===== src/rtl/core/cscan_disk_scheduler_defines.svh =====
`ifndef CSCAN_DISK_SCHEDULER_DEFINES_SVH
`define CSCAN_DISK_SCHEDULER_DEFINES_SVH

// Concurrent assertion that is switched off while the reset is applied.
`define CSCAN_ASSERT(lbl, clk_s, rst_n_s, prop, msg) \
	lbl: assert property (@(posedge clk_s) disable iff (!rst_n_s) (prop)) \
		else $error(msg);

// Concurrent assertion that must also hold while the reset is applied.
`define CSCAN_ASSERT_ALWAYS(lbl, clk_s, prop, msg) \
	lbl: assert property (@(posedge clk_s) (prop)) \
		else $error(msg);

`endif


===== src/rtl/core/cscan_pkg.sv =====
`default_nettype none

package cscan_pkg;

	localparam int MAX_REQUESTS_DEF = 32;
	localparam int CYL_W = 16;
	localparam int SEEK_W = 32;
	localparam int CFG_IDX_W = 2;
	localparam int CFG_DATA_W = 16;

	localparam logic [CYL_W-1:0] DISK_CYL_RESET = 16'd200;

	localparam logic CMD_ADD = 1'b0;
	localparam logic CMD_RUN = 1'b1;

	localparam logic [CFG_IDX_W-1:0] REG_DISK_CYLINDERS = 2'd0;
	localparam logic [CFG_IDX_W-1:0] REG_SWEEP_DOWN = 2'd1;

	typedef struct packed {
		logic add;
		logic run_start;
		logic ld_i;
		logic cap_i;
		logic scan;
		logic wr_sorted;
		logic emit_head;
		logic emit_step;
	} ctrl_t;

	typedef struct packed {
		logic n_zero;
		logic scan_last;
		logic rank_last;
		logic step_last;
		logic out_free;
	} stat_t;

endpackage

`default_nettype wire


===== src/rtl/core/cscan_ctrl.sv =====
`default_nettype none

module cscan_ctrl import cscan_pkg::*; (
	input  wire logic  clk,
	input  wire logic  arst_n,
	input  wire logic  req_valid,
	input  wire logic  req_cmd,
	input  wire stat_t stat,
	output logic       req_ready,
	output ctrl_t      ctrl
);

	localparam logic [2:0] S_IDLE  = 3'd0;
	localparam logic [2:0] S_LOADI = 3'd1;
	localparam logic [2:0] S_CAPI  = 3'd2;
	localparam logic [2:0] S_SCAN  = 3'd3;
	localparam logic [2:0] S_WRITE = 3'd4;
	localparam logic [2:0] S_HEAD  = 3'd5;
	localparam logic [2:0] S_SREAD = 3'd6;
	localparam logic [2:0] S_SEMIT = 3'd7;

	logic [2:0] state_q;
	logic [2:0] state_d;

	assign req_ready = (state_q == S_IDLE);

	always_comb begin
		state_d = state_q;
		ctrl = '0;
		case (state_q)
			S_IDLE: begin
				if (req_valid) begin
					if (req_cmd == CMD_RUN) begin
						ctrl.run_start = 1'b1;
						state_d = stat.n_zero ? S_HEAD : S_LOADI;
					end else begin
						ctrl.add = 1'b1;
					end
				end
			end
			S_LOADI: begin
				ctrl.ld_i = 1'b1;
				state_d = S_CAPI;
			end
			S_CAPI: begin
				ctrl.cap_i = 1'b1;
				state_d = S_SCAN;
			end
			S_SCAN: begin
				ctrl.scan = 1'b1;
				if (stat.scan_last) begin
					state_d = S_WRITE;
				end
			end
			S_WRITE: begin
				ctrl.wr_sorted = 1'b1;
				state_d = stat.rank_last ? S_HEAD : S_LOADI;
			end
			S_HEAD: begin
				if (stat.out_free) begin
					ctrl.emit_head = 1'b1;
					state_d = S_SREAD;
				end
			end
			S_SREAD: begin
				state_d = S_SEMIT;
			end
			S_SEMIT: begin
				if (stat.out_free) begin
					ctrl.emit_step = 1'b1;
					state_d = stat.step_last ? S_IDLE : S_SREAD;
				end
			end
			default: begin
				state_d = S_IDLE;
			end
		endcase
	end

	always_ff @(posedge clk or negedge arst_n) begin
		if (!arst_n) begin
			state_q <= S_IDLE;
		end else begin
			state_q <= state_d;
		end
	end

endmodule

`default_nettype wire


===== config.mk =====
export PLATFORM = sky130hd
export DESIGN_NAME = cscan_ctrl
export DESIGN_NICKNAME = d
export VERILOG_FILES = /design/src/rtl/core/cscan_disk_scheduler_defines.svh /design/src/rtl/core/cscan_pkg.sv /design/src/rtl/core/cscan_ctrl.sv
export SDC_FILE = /design/constraint.sdc
export NUM_CORES = 1
export LEC_CHECK = 0
export ABC_AREA = 1
export BUFFER_PORTS_ARGS = -buffer_cell sky130_fd_sc_hd__buf_2
export CAP_MARGIN = 5
export CORE_AREA = 2 2 39 41
export DETAILED_ROUTE_END_ITERATION = 10
export DIE_AREA = 0 0 41 43
export PLACE_DENSITY = 0.6
export SLEW_MARGIN = 5
export SYNTH_ARGS = -nofsm -noshare
export SYNTH_HDL_FRONTEND = slang
export SYNTH_SLANG_ARGS = --single-unit

===== constraint.sdc =====
create_clock -name clk -period 1.5 [get_ports clk]
set_clock_uncertainty 0.2 [all_clocks]
set_input_delay 0.075 -clock clk [delete_from_list [all_inputs] [get_ports clk]]
set_output_delay 0.075 -clock clk [all_outputs]
set_load 0.1 [all_outputs]

==> results.sh <==
export IMPL_status="finished with violations"
export IMPL_violations="negative setup slack"
export IMPL_tightest_slew_ps=289
export IMPL_top_regs="state_q: 3 flops"
export IMPL_top_register="state_q"
export IMPL_wirelength_um=994
export IMPL_hold_worst_slack_ps=27.6
export IMPL_worstSetupEndpointType="output port"
export IMPL_dr_total_vias=427
export IMPL_core_area_um2=1380
export IMPL_top_layer="met4"
export IMPL_final_setup_tns_ps=-185
export IMPL_largest_reg_flops=3
export IMPL_cp_required_ps=1220
export IMPL_nets=92
export IMPL_grt_pass1_vias=391
export IMPL_synthMuxAreaShare_pct=0
export IMPL_rows=14
export IMPL_synthSimpleGateAreaFrac_pct=52.7
export IMPL_cts_path_max_buffers=2
export IMPL_maxCapViolations=0
export IMPL_synth_compound_area_share_pct=6.59
export IMPL_synthesis_yosys_warnings=0
export IMPL_root_buffer="clkbuf_4"
export IMPL_synth_top_flop_cell="dfrtp_1"
export IMPL_grt_pass1_wl_mm=1.62
export IMPL_crit_fanout=4
export IMPL_fmax_ghz=0.636
export IMPL_min_period_over_period_pct=105
export IMPL_ioPinCount=18
export IMPL_drt_vias_per_instance=4.36
export IMPL_place_port_buffers=17
export IMPL_cts_sinks=3
export IMPL_timing_final_hold_violations=0
export IMPL_dp_slack_ps=2.59
export IMPL_drt_iter0_markers=11
export IMPL_register_area_um2=78.8
export IMPL_fp_dieArea_um2=1760
export IMPL_start_util_pct=23.3
export IMPL_critical_path_class="reg -> out"
export IMPL_yosysSeqAreaShare_pct=23.3
export IMPL_antenna_found_initial=0
export IMPL_drc_errors=0
export IMPL_dieWidth_um=41
export IMPL_synth_edf_count=0
export IMPL_slew_headroom_pct=80.6
export IMPL_syn_avg_cell_area_um2=6.59
export IMPL_min_path_type="in -> reg"
export IMPL_cpMaxStageDelayCell="dfrtp_2"
export IMPL_final_common_cell="nand2_1"
export IMPL_wl_met1_um=362
export IMPL_fin_util_pct=58.6
export IMPL_syn_inst=49
export IMPL_crit_family="flip-flops"
export IMPL_synth_fp_nets=58
export IMPL_post_drt_wl_per_cell_um=10.1
export IMPL_drtAntennaViolNets=0
export IMPL_cts_tree="yes"
export IMPL_setup_viol=5
export IMPL_rsz0062_at_grt="true"
export IMPL_layout_common_cells="nand2_1, buf_12, buf_2, buf_4, inv_1"
export IMPL_post_route_min_period_ps=1570
export IMPL_layout_setup_ws_ps=-72.9
export IMPL_gp_congestion=0.775
export IMPL_crit_buf_inv=3
export IMPL_multi_input_comb_area_um2=289
export IMPL_ys_types=19
export IMPL_clk_latency_ps=220
export IMPL_maxSlewViolCount=0
export IMPL_synth_xor_area_share_pct=2.71
export IMPL_synth_adder_area_share_pct=0
export IMPL_first_pass_iters=4
export IMPL_grt_max_degree=9
export IMPL_htreeDepth=1
export IMPL_die_height_um=43
export IMPL_antenna_cells=0
export IMPL_crit_chain="buf_12 > inv_6 > nor4_4 > buf_12"
export IMPL_ys_ff_latch=3
export IMPL_cts_made_buffers=3
export IMPL_route_met3_wl_um=75
export IMPL_synth_top_family_by_area="simple AND/OR/NAND/NOR gates"
export IMPL_path_clk_slew_ps=30
export IMPL_track_usage_pct=13.3
export IMPL_drive_gt1_share_pct=65.9
export IMPL_met2_length_um=539
export IMPL_gr_total_overflow=0
export IMPL_syn_to_final_growth_pct=151
export IMPL_hpwlAfterDp_um=752
export IMPL_cpMostUsedCell="buf_12"
export IMPL_fillers=120
export IMPL_cp_start_kind="flip-flop"
export IMPL_synth_cell_area_um2=323
export IMPL_cp_arrival_ps=1300
export IMPL_synthArstFlopShare_pct=100
export IMPL_cpPeakStageDelay_ps=410
==> synthesized netlist by cell type, types with 2 or more instances <==
| cell type | count | area [um^2] |
|---|---|---|
| nand2_1 | 14 | 52.6 |
| inv_1 | 6 | 22.5 |
| nand3_1 | 4 | 20.0 |
| nor3_1 | 4 | 20.0 |
| dfrtp_1 | 3 | 75.1 |
| buf_4 | 2 | 15.0 |
| nand3_2 | 2 | 20.0 |
| nor2_1 | 2 | 7.51 |
| nor2_2 | 2 | 12.5 |
==> cells by family after synthesis <==
family                 Yosys count
AO/OA/AOI/OAI                    3
flip-flops                       3
buffers and inverters           10
AND/OR/NAND/NOR                 32
XOR/XNOR                         1
==> final timing paths <==
check                                 from          to  slack (ps)  depth (start not counted)
worst min register to register  state_q[1]  state_q[1]         490                          3
min in group asynchronous           arst_n  state_q[0]         560                          3
worst min-delay path               stat[1]  state_q[1]          30                          6
max in group asynchronous           arst_n  state_q[2]         370                          3
worst max-delay path            state_q[0]     ctrl[1]         -70                          4
worst max register to register  state_q[1]  state_q[2]          50                          8
==> through the flow <==
step,instances,area [um^2]
6_report,98,811
5_1_grt,98,811
4_1_cts,98,807
3_5_place_dp,89,698
3_3_place_gp,89,698
2_1_floorplan,49,413
==> tightest hold or removal path, stage by stage <==
cell and delay, ps:
buf_2 80, inv_1 40, nand3_1 70, nand2_1 50
nand2_1 50, nand2_1 40
==> layout make-up <==
cell class	count	area share, %
Clock buffer	4	3.24
Inverter	8	5.25
Sequential cell	3	9.72
Multi-Input combinational cell	36	35.6
Tap cell	16	2.47
Timing Repair Buffer	31	43.7
==> what timing repair did <==
item                                   CTS  global route
hold buffers                             2             0
setup buffers                            3             1
setup endpoints to repair                8            10
resized for setup                        9             2
endpoints found under the hold margin    3             0
pin swaps                                6             4
==> routing by layer <==
| layer | vias to the layer above | global-route usage [%] |
|---|---|---|
| met5 | - | 0 |
| met4 | 0 | 4.00 |
| met3 | 2 | 3.66 |
| met2 | 22 | 21.6 |
| met1 | 182 | 16.2 |
| li1 | 221 | - |
Power is not shown: default switching activity piles up to over one toggle a cycle in this logic, so the estimate is an artifact.
