`config.mk`:
```
export PLATFORM = sky130hd
export DESIGN_NAME = cscan_dpath
export DESIGN_NICKNAME = d
export VERILOG_FILES = /design/src/rtl/core/cscan_pkg.sv /design/src/rtl/core/cscan_dpath.sv
export VERILOG_INCLUDE_DIRS = /design/src /design/src/rtl/core
export SDC_FILE = /design/constraint.sdc
export NUM_CORES = 2
export LEC_CHECK = 0
export ABC_CLOCK_PERIOD_IN_PS = 8200
export BUFFER_PORTS_ARGS = -buffer_cell sky130_fd_sc_hd__buf_2
export CAP_MARGIN = 20
export CORE_AREA = 3 3 249 434
export CTS_BUF_LIST = sky130_fd_sc_hd__clkbuf_2
export DETAILED_ROUTE_END_ITERATION = 12
export DIE_AREA = 0 0 252 437
export PLACE_DENSITY = 0.68
export SLEW_MARGIN = 10
export SYNTH_ARGS = -nofsm -noshare
export SYNTH_HDL_FRONTEND = slang
export SYNTH_SLANG_ARGS = --single-unit
```
`constraint.sdc`:
```
create_clock -name clk -period 8.2 [get_ports clk]
set_input_delay 0.41 -clock clk [delete_from_list [all_inputs] [get_ports clk]]
set_output_delay 0.41 -clock clk [all_outputs]
set_load 0.02 [all_outputs]
```
`src/rtl/core/cscan_disk_scheduler_defines.svh`:
```
`ifndef CSCAN_DISK_SCHEDULER_DEFINES_SVH
`define CSCAN_DISK_SCHEDULER_DEFINES_SVH

// Concurrent assertion that is switched off while the reset is applied.
`define CSCAN_ASSERT(lbl, clk_s, rst_n_s, prop, msg) \
	lbl: assert property (@(posedge clk_s) disable iff (!rst_n_s) (prop)) \
		else $error(msg);

// Concurrent assertion that must also hold while the reset is applied.
`define CSCAN_ASSERT_ALWAYS(lbl, clk_s, prop, msg) \
	lbl: assert property (@(posedge clk_s) (prop)) \
		else $error(msg);

`endif

```
`src/rtl/core/cscan_pkg.sv`:
```
`default_nettype none

package cscan_pkg;

	localparam int MAX_REQUESTS_DEF = 32;
	localparam int CYL_W = 16;
	localparam int SEEK_W = 32;
	localparam int CFG_IDX_W = 2;
	localparam int CFG_DATA_W = 16;

	localparam logic [CYL_W-1:0] DISK_CYL_RESET = 16'd200;

	localparam logic CMD_ADD = 1'b0;
	localparam logic CMD_RUN = 1'b1;

	localparam logic [CFG_IDX_W-1:0] REG_DISK_CYLINDERS = 2'd0;
	localparam logic [CFG_IDX_W-1:0] REG_SWEEP_DOWN = 2'd1;

	typedef struct packed {
		logic add;
		logic run_start;
		logic ld_i;
		logic cap_i;
		logic scan;
		logic wr_sorted;
		logic emit_head;
		logic emit_step;
	} ctrl_t;

	typedef struct packed {
		logic n_zero;
		logic scan_last;
		logic rank_last;
		logic step_last;
		logic out_free;
	} stat_t;

endpackage

`default_nettype wire

```
`src/rtl/core/cscan_dpath.sv`:
```
`default_nettype none
`include "cscan_disk_scheduler_defines.svh"

module cscan_dpath import cscan_pkg::*; #(
	parameter int MAX_REQUESTS = MAX_REQUESTS_DEF
) (
	input  wire logic                  clk,
	input  wire logic                  arst_n,
	input  wire logic [CYL_W-1:0]      cyl_in,
	input  wire logic                  cfg_wr,
	input  wire logic [CFG_IDX_W-1:0]  cfg_index,
	input  wire logic [CFG_DATA_W-1:0] cfg_data,
	input  wire ctrl_t                 ctrl,
	input  wire logic                  res_ready,
	output stat_t                      stat,
	output logic                       res_valid,
	output logic [CYL_W-1:0]           res_visited_cylinder,
	output logic [SEEK_W-1:0]          res_total_seek,
	output logic                       res_last,
	output logic                       res_overflow
);

	localparam int AW = (MAX_REQUESTS > 1) ? $clog2(MAX_REQUESTS) : 1;
	localparam int CW = $clog2(MAX_REQUESTS + 3);
	localparam logic [CW-1:0] MAX_C = CW'(MAX_REQUESTS);

	logic [CYL_W-1:0] store_mem [MAX_REQUESTS];
	logic [CYL_W-1:0] sorted_mem [MAX_REQUESTS];
	logic [CYL_W-1:0] store_rd_q;
	logic [CYL_W-1:0] sorted_rd_q;

	logic [CYL_W-1:0] disk_cyl_q;
	logic             sweep_down_q;
	logic [CW-1:0]    count_q;
	logic             dropped_q;
	logic             res_valid_q;

	logic [CYL_W-1:0]  head_q;
	logic [CYL_W-1:0]  ai_q;
	logic [CYL_W-1:0]  pos_q;
	logic [SEEK_W-1:0] total_q;
	logic [CW-1:0]     i_q;
	logic [CW-1:0]     j_q;
	logic [CW-1:0]     rank_q;
	logic [CW-1:0]     lcnt_q;
	logic [CW-1:0]     s_q;

	logic [CYL_W-1:0]  out_cyl_q;
	logic [SEEK_W-1:0] out_total_q;
	logic              out_last_q;
	logic              out_ovf_q;

	logic [CYL_W-1:0]  endc;
	logic [CW-1:0]     store_raddr;
	logic [CW-1:0]     bnd;
	logic              below;
	logic              is_c1;
	logic              is_wrap;
	logic [CW-1:0]     sort_raddr;
	logic [CYL_W-1:0]  step_val;
	logic [CYL_W-1:0]  seek_step;
	logic [SEEK_W-1:0] total_next;
	logic              out_free;

	assign endc = (disk_cyl_q == '0) ? '0 : disk_cyl_q - CYL_W'(1);
	assign out_free = !res_valid_q || res_ready;

	assign stat.n_zero    = (count_q == '0);
	assign stat.scan_last = (j_q == count_q - CW'(1));
	assign stat.rank_last = (i_q == count_q - CW'(1));
	assign stat.step_last = (s_q == count_q + CW'(1));
	assign stat.out_free  = out_free;

	always_comb begin
		if (ctrl.ld_i) begin
			store_raddr = i_q;
		end else if (ctrl.cap_i || stat.scan_last) begin
			store_raddr = '0;
		end else begin
			store_raddr = j_q + CW'(1);
		end
	end

	// The sweep visits one group, the appended end stop, the wrap stop and the other group.
	assign bnd     = sweep_down_q ? lcnt_q : count_q - lcnt_q;
	assign below   = (s_q < bnd);
	assign is_c1   = (s_q == bnd);
	assign is_wrap = (s_q == bnd + CW'(1));

	always_comb begin
		if (!sweep_down_q) begin
			sort_raddr = below ? lcnt_q + s_q : s_q - bnd - CW'(2);
		end else begin
			sort_raddr = below ? lcnt_q - CW'(1) - s_q : count_q + lcnt_q + CW'(1) - s_q;
		end
	end

	always_comb begin
		if (is_wrap) begin
			step_val = sweep_down_q ? endc : '0;
		end else if (is_c1) begin
			step_val = sweep_down_q ? '0 : endc;
		end else begin
			step_val = sorted_rd_q;
		end
	end

	assign seek_step = (step_val > pos_q) ? step_val - pos_q : pos_q - step_val;
	assign total_next = total_q + (is_wrap ? {{(SEEK_W-CYL_W){1'b0}}, endc}
		: {{(SEEK_W-CYL_W){1'b0}}, seek_step});

	always_ff @(posedge clk) begin
		store_rd_q <= store_mem[store_raddr[AW-1:0]];
		sorted_rd_q <= sorted_mem[sort_raddr[AW-1:0]];
		if (ctrl.add && count_q < MAX_C) begin
			store_mem[count_q[AW-1:0]] <= cyl_in;
		end
		if (ctrl.wr_sorted) begin
			sorted_mem[rank_q[AW-1:0]] <= ai_q;
		end
	end

	always_ff @(posedge clk) begin
		if (ctrl.run_start) begin
			head_q <= cyl_in;
			i_q <= '0;
			lcnt_q <= '0;
		end
		if (ctrl.cap_i) begin
			ai_q <= store_rd_q;
			j_q <= '0;
			rank_q <= '0;
			if (store_rd_q < head_q) begin
				lcnt_q <= lcnt_q + CW'(1);
			end
		end
		if (ctrl.scan) begin
			j_q <= j_q + CW'(1);
			if (store_rd_q < ai_q || (store_rd_q == ai_q && j_q < i_q)) begin
				rank_q <= rank_q + CW'(1);
			end
		end
		if (ctrl.wr_sorted) begin
			i_q <= i_q + CW'(1);
		end
		if (ctrl.emit_head) begin
			out_cyl_q <= head_q;
			out_total_q <= '0;
			out_last_q <= 1'b0;
			out_ovf_q <= dropped_q;
			total_q <= '0;
			pos_q <= head_q;
			s_q <= '0;
		end
		if (ctrl.emit_step) begin
			out_cyl_q <= step_val;
			out_total_q <= total_next;
			out_last_q <= stat.step_last;
			out_ovf_q <= dropped_q;
			total_q <= total_next;
			pos_q <= step_val;
			s_q <= s_q + CW'(1);
		end
	end

	always_ff @(posedge clk or negedge arst_n) begin
		if (!arst_n) begin
			disk_cyl_q <= DISK_CYL_RESET;
			sweep_down_q <= 1'b0;
			count_q <= '0;
			dropped_q <= 1'b0;
			res_valid_q <= 1'b0;
		end else begin
			if (cfg_wr) begin
				case (cfg_index)
					REG_DISK_CYLINDERS: begin
						disk_cyl_q <= cfg_data;
					end
					REG_SWEEP_DOWN: begin
						sweep_down_q <= cfg_data[0];
					end
					default: begin
					end
				endcase
			end
			if (ctrl.add) begin
				if (count_q < MAX_C) begin
					count_q <= count_q + CW'(1);
				end else begin
					dropped_q <= 1'b1;
				end
			end
			if (ctrl.emit_step && stat.step_last) begin
				count_q <= '0;
				dropped_q <= 1'b0;
			end
			if (ctrl.emit_head || ctrl.emit_step) begin
				res_valid_q <= 1'b1;
			end else if (res_ready) begin
				res_valid_q <= 1'b0;
			end
		end
	end

	assign res_valid = res_valid_q;
	assign res_visited_cylinder = out_cyl_q;
	assign res_total_seek = out_total_q;
	assign res_last = out_last_q;
	assign res_overflow = out_ovf_q;

	`CSCAN_ASSERT_ALWAYS(a_count_bound, clk, !arst_n || count_q <= MAX_C, "request count above store depth")
	`CSCAN_ASSERT(a_drop_only_full, clk, arst_n, (ctrl.add && count_q != MAX_C && !dropped_q) |=> !dropped_q, "request dropped while store had room")
	`CSCAN_ASSERT(a_head_zero_seek, clk, arst_n, ctrl.emit_head |=> (res_valid && res_total_seek == '0 && !res_last), "start head word malformed")
	`CSCAN_ASSERT(a_run_clears, clk, arst_n, (ctrl.emit_step && stat.step_last) |=> (count_q == '0 && !dropped_q && res_valid && res_last), "run end did not clear store")

endmodule

`default_nettype wire

```
==> results.rst <==
.. list-table::
   :header-rows: 1

   * - Metric
     - Value
   * - Gpl congestion
     - 0.940
   * - Post-synthesis async set-or-reset flop share
     - 2.10%
   * - Data arrival time at the worst-slack endpoint
     - 9.07 ns
   * - Largest net degree at the start of global routing
     - 116
   * - First element of the critical path
     - lcnt_q[3]
   * - Max-slew violation total from the final report
     - 0
   * - Final antenna-violating net count
     - 0
   * - Count of boundary I/O pins
     - 102
   * - Cells on worst reg2reg path
     - 34
   * - Fraction of post-synthesis cell area in the top cell type by area
     - 64.7%
   * - Number of instances in the placed design
     - 5197
   * - Hold-critical path depth
     - 3
   * - Post-route minimum period
     - 7.79 ns
   * - Crit start category
     - flip-flop
   * - Overall die area
     - 110000 um^2
   * - Crit path kind
     - flip-flop to flip-flop
   * - DP HPWL
     - 89.2 mm
   * - CP peak stage delay
     - 0.41 ns
   * - Final critical-path setup slack
     - 0.412 ns
   * - Antenna violations before repair
     - 4
   * - Detailed-router iteration count before antenna repair
     - 7
   * - Number of DRC violations after detailed-routing iteration 0
     - 2665
   * - Final Hold Viols
     - 0
   * - Initial Util
     - 49.7%
   * - CP required
     - 9.48 ns
   * - Vias per Instance
     - 5.80
   * - Per-instance average area after synthesis
     - 13.8 um^2
   * - Number of buffer cells added on primary ports
     - 101
   * - Critical Path Sink Type
     - flip-flop
   * - Final setup fails
     - 0
   * - Top area cells in the synthesized netlist
     - sky130_fd_sc_hd__edfxtp_1 (65%), sky130_fd_sc_hd__nand2_1 (3.9%), sky130_fd_sc_hd__mux2i_1 (3.5%), sky130_fd_sc_hd__ha_1 (3.2%), sky130_fd_sc_hd__dfxtp_1 (1.7%)
   * - Number of enable-type register cells in the synthesized netlist
     - 1124
   * - CTS tree
     - built
   * - Synthesized netlist cell count
     - 3791
   * - Net count of the finished layout
     - 4455
   * - GRT overflow
     - 0
   * - Standard-cell row count
     - 157
   * - H-tree depth reported by CTS
     - 5
   * - Clk sinks
     - 1192
   * - Floorplan Core Area
     - 105000 um^2
   * - Register area share after synthesis
     - 67.6%
   * - Max-slew headroom at the worst pin
     - 25.9%
   * - Unrepaired setup endpoints after global routing
     - no
   * - Status
     - complete, no violations
   * - Die span in x
     - 252 um
   * - Die height
     - 437 um
   * - Clk Tree Root Cell
     - sky130_fd_sc_hd__clkbuf_2
   * - Clock input transition at the sequential cells of the worst setup and hold paths
     - 0.10 ns
   * - Worst min-delay path class
     - input pin to flip-flop
   * - # Max-Cap Violations
     - 0
   * - Clk_skew
     - 0.134 ns
   * - Post-Place Worst Slack
     - -0.0900 ns
   * - Period utilisation layout
     - 95.0%
   * - Vias after detailed routing
     - 33685
   * - Primary FF master, synth
     - sky130_fd_sc_hd__edfxtp_1
   * - Number of warnings issued by yosys
     - 0
   * - Share of post-route cells with drive strength above 1
     - 18.6%
   * - Number of DRC violations after detailed routing
     - 0
   * - Via count of the first global-routing pass
     - 34332
   * - Highest Clock Rate
     - 0.128 GHz
   * - Library cell occupying the most area in the post-synthesis netlist
     - sky130_fd_sc_hd__edfxtp_1
   * - Final cell count without fillers
     - 5805
   * - Crit-path max FO
     - 14
   * - Synth Net Count
     - 3980
   * - Buffers from clock root to sink, at most
     - 4
   * - Worst slew pin tran
     - 1.10 ns
   * - Slowest cell on crit path
     - sky130_fd_sc_hd__fa_1
   * - Yosys cell types
     - 93
   * - Clock latency reported for the late side of the worst-skew pair
     - 1.59 ns
   * - Number of CTS-inserted buffers
     - 279
   * - Fin util
     - 56.0%
   * - Start point of the worst min-delay path
     - ctrl[2]
   * - Worst hold slack after final layout
     - 0.228 ns
   * - Area occupied by multi-input gates
     - 15600 um^2
   * - Total GRT Usage
     - 25.2%
   * - Reg-to-reg startpoint
     - lcnt_q[3]
   * - Global-route wire length before repair
     - 207 mm
   * - Synth Register Bits
     - 1192
   * - Signed area change from the synthesized netlist to the final layout
     - 12.6%
   * - Fill cell instance count of the final layout
     - 8640
   * - Total standard cell area after synthesis
     - 52100 um^2
   * - DR WL/cell
     - 24.0 um
   * - Register area
     - 35200 um^2
   * - Detailed-route wire length
     - 139 mm
   * - Crit path top cell by count
     - sky130_fd_sc_hd__ha_1
-- metal layers --
metal  global-route usage, %  vias to the layer above  share of wire, %
met5                       0                        -                 0
met4                    14.6                        0               6.2
met3                    4.78                      406               5.5
met2                    46.1                     1304                54
met1                    26.9                    16646                35
li1                        -                    15329                 -
-- flip-flops by register name (all words and copies together) (netlist names), 16 cells and up --
name                  flops
store_rd_q               16
sorted_rd_q              16
sorted_mem              512
disk_cyl_q               16
store_mem               512
res_visited_cylinder     16
res_total_seek           32
head_q                   16
ai_q                     16
-- layout by cell type (no fill, tap or decap), types with 129 or more instances in the layout --
master and count:
sky130_fd_sc_hd__buf_4 144, sky130_fd_sc_hd__mux2i_1 177, sky130_fd_sc_hd__edfxtp_1 1124, sky130_fd_sc_hd__clkbuf_2 386, sky130_fd_sc_hd__inv_1 129, sky130_fd_sc_hd__nand3_1 147
sky130_fd_sc_hd__nand2_1 543, sky130_fd_sc_hd__a21oi_1 151, sky130_fd_sc_hd__ha_1 129, sky130_fd_sc_hd__nor2_1 156
-- synth_stat cells (35+ instances only) --
cell / instances
sky130_fd_sc_hd__edfxtp_1: 1124
sky130_fd_sc_hd__nand2_1: 543
sky130_fd_sc_hd__mux2i_1: 180
sky130_fd_sc_hd__nor2_1: 164
sky130_fd_sc_hd__a21oi_1: 156
sky130_fd_sc_hd__nand3_1: 147
sky130_fd_sc_hd__ha_1: 132
sky130_fd_sc_hd__inv_1: 129
sky130_fd_sc_hd__clkbuf_1: 89
sky130_fd_sc_hd__and2_1: 78
sky130_fd_sc_hd__buf_2: 77
sky130_fd_sc_hd__a31oi_1: 64
sky130_fd_sc_hd__xnor2_1: 64
sky130_fd_sc_hd__a32oi_1: 60
sky130_fd_sc_hd__a211oi_1: 54
sky130_fd_sc_hd__o21ai_0: 53
sky130_fd_sc_hd__a21o_1: 47
sky130_fd_sc_hd__nand4_1: 47
sky130_fd_sc_hd__dfxtp_1: 43
sky130_fd_sc_hd__xor2_1: 40
sky130_fd_sc_hd__a22oi_1: 35
-- through the flow --
| step | cell area, um^2 | setup TNS, ns |
|---|---|---|
| 2_1_floorplan | 52100 | 0 |
| 3_3_place_gp | 54600 | 0 |
| 3_5_place_dp | 54600 | -0.469 |
| 4_1_cts | 58400 | 0 |
| 5_1_grt | 58700 | 0 |
| 6_report | 58700 | 0 |
-- critical path, delay by kind of cell, from the launching register on --
family	cells	cell delay (ns)
AO/OA/AOI/OAI	11	2.28
AND/OR/NAND/NOR	11	2.04
adder cells (fa/ha/maj)	5	1.62
buffers and inverters	5	0.85
multiplexers	1	0.36
flip-flops	1	0.33
XOR/XNOR	1	0.14
-- final timing paths --
path | endpoint | slack [ns]
max | res_total_seek[27] | 0.41
min | i_q[0] | 0.23
max reg2reg | res_total_seek[27] | 0.41
min reg2reg | res_overflow | 0.46
max in group asynchronous | count_q[1] | 7.48
min in group asynchronous | disk_cyl_q[2] | 0.48
-- cell families after synthesis --
kind of cell,Yosys count,share of synthesized area [%]
flops,1192,67.6
mux,245,5.59
fa+ha+maj,143,3.59
simple gates,1158,10.2
buf+inv,324,2.80
compound gates,621,8.33
xor+xnor,108,1.92
-- what timing repair did --
item,CTS,global route
hold buffers,128,0
endpoints found under the hold margin,1316,0
setup buffers,0,6
resized for setup,1,35
pin swaps,0,8
setup endpoints to repair,6,20
gates cloned,0,1
-- layout make-up --
class | instances | share of cell area, %
Antenna cell | 7 | 0.0298
Clock buffer | 386 | 3.29
Clock inverter | 76 | 0.688
Inverter | 130 | 0.831
Multi-Input combinational cell | 2275 | 26.6
Sequential cell | 1192 | 60.0
Tap cell | 1351 | 2.88
Timing Repair Buffer | 388 | 5.61
Power is left out: the tool's default activity adds up to more than one toggle a clock period on the data nets, which glitch-free logic cannot reach.
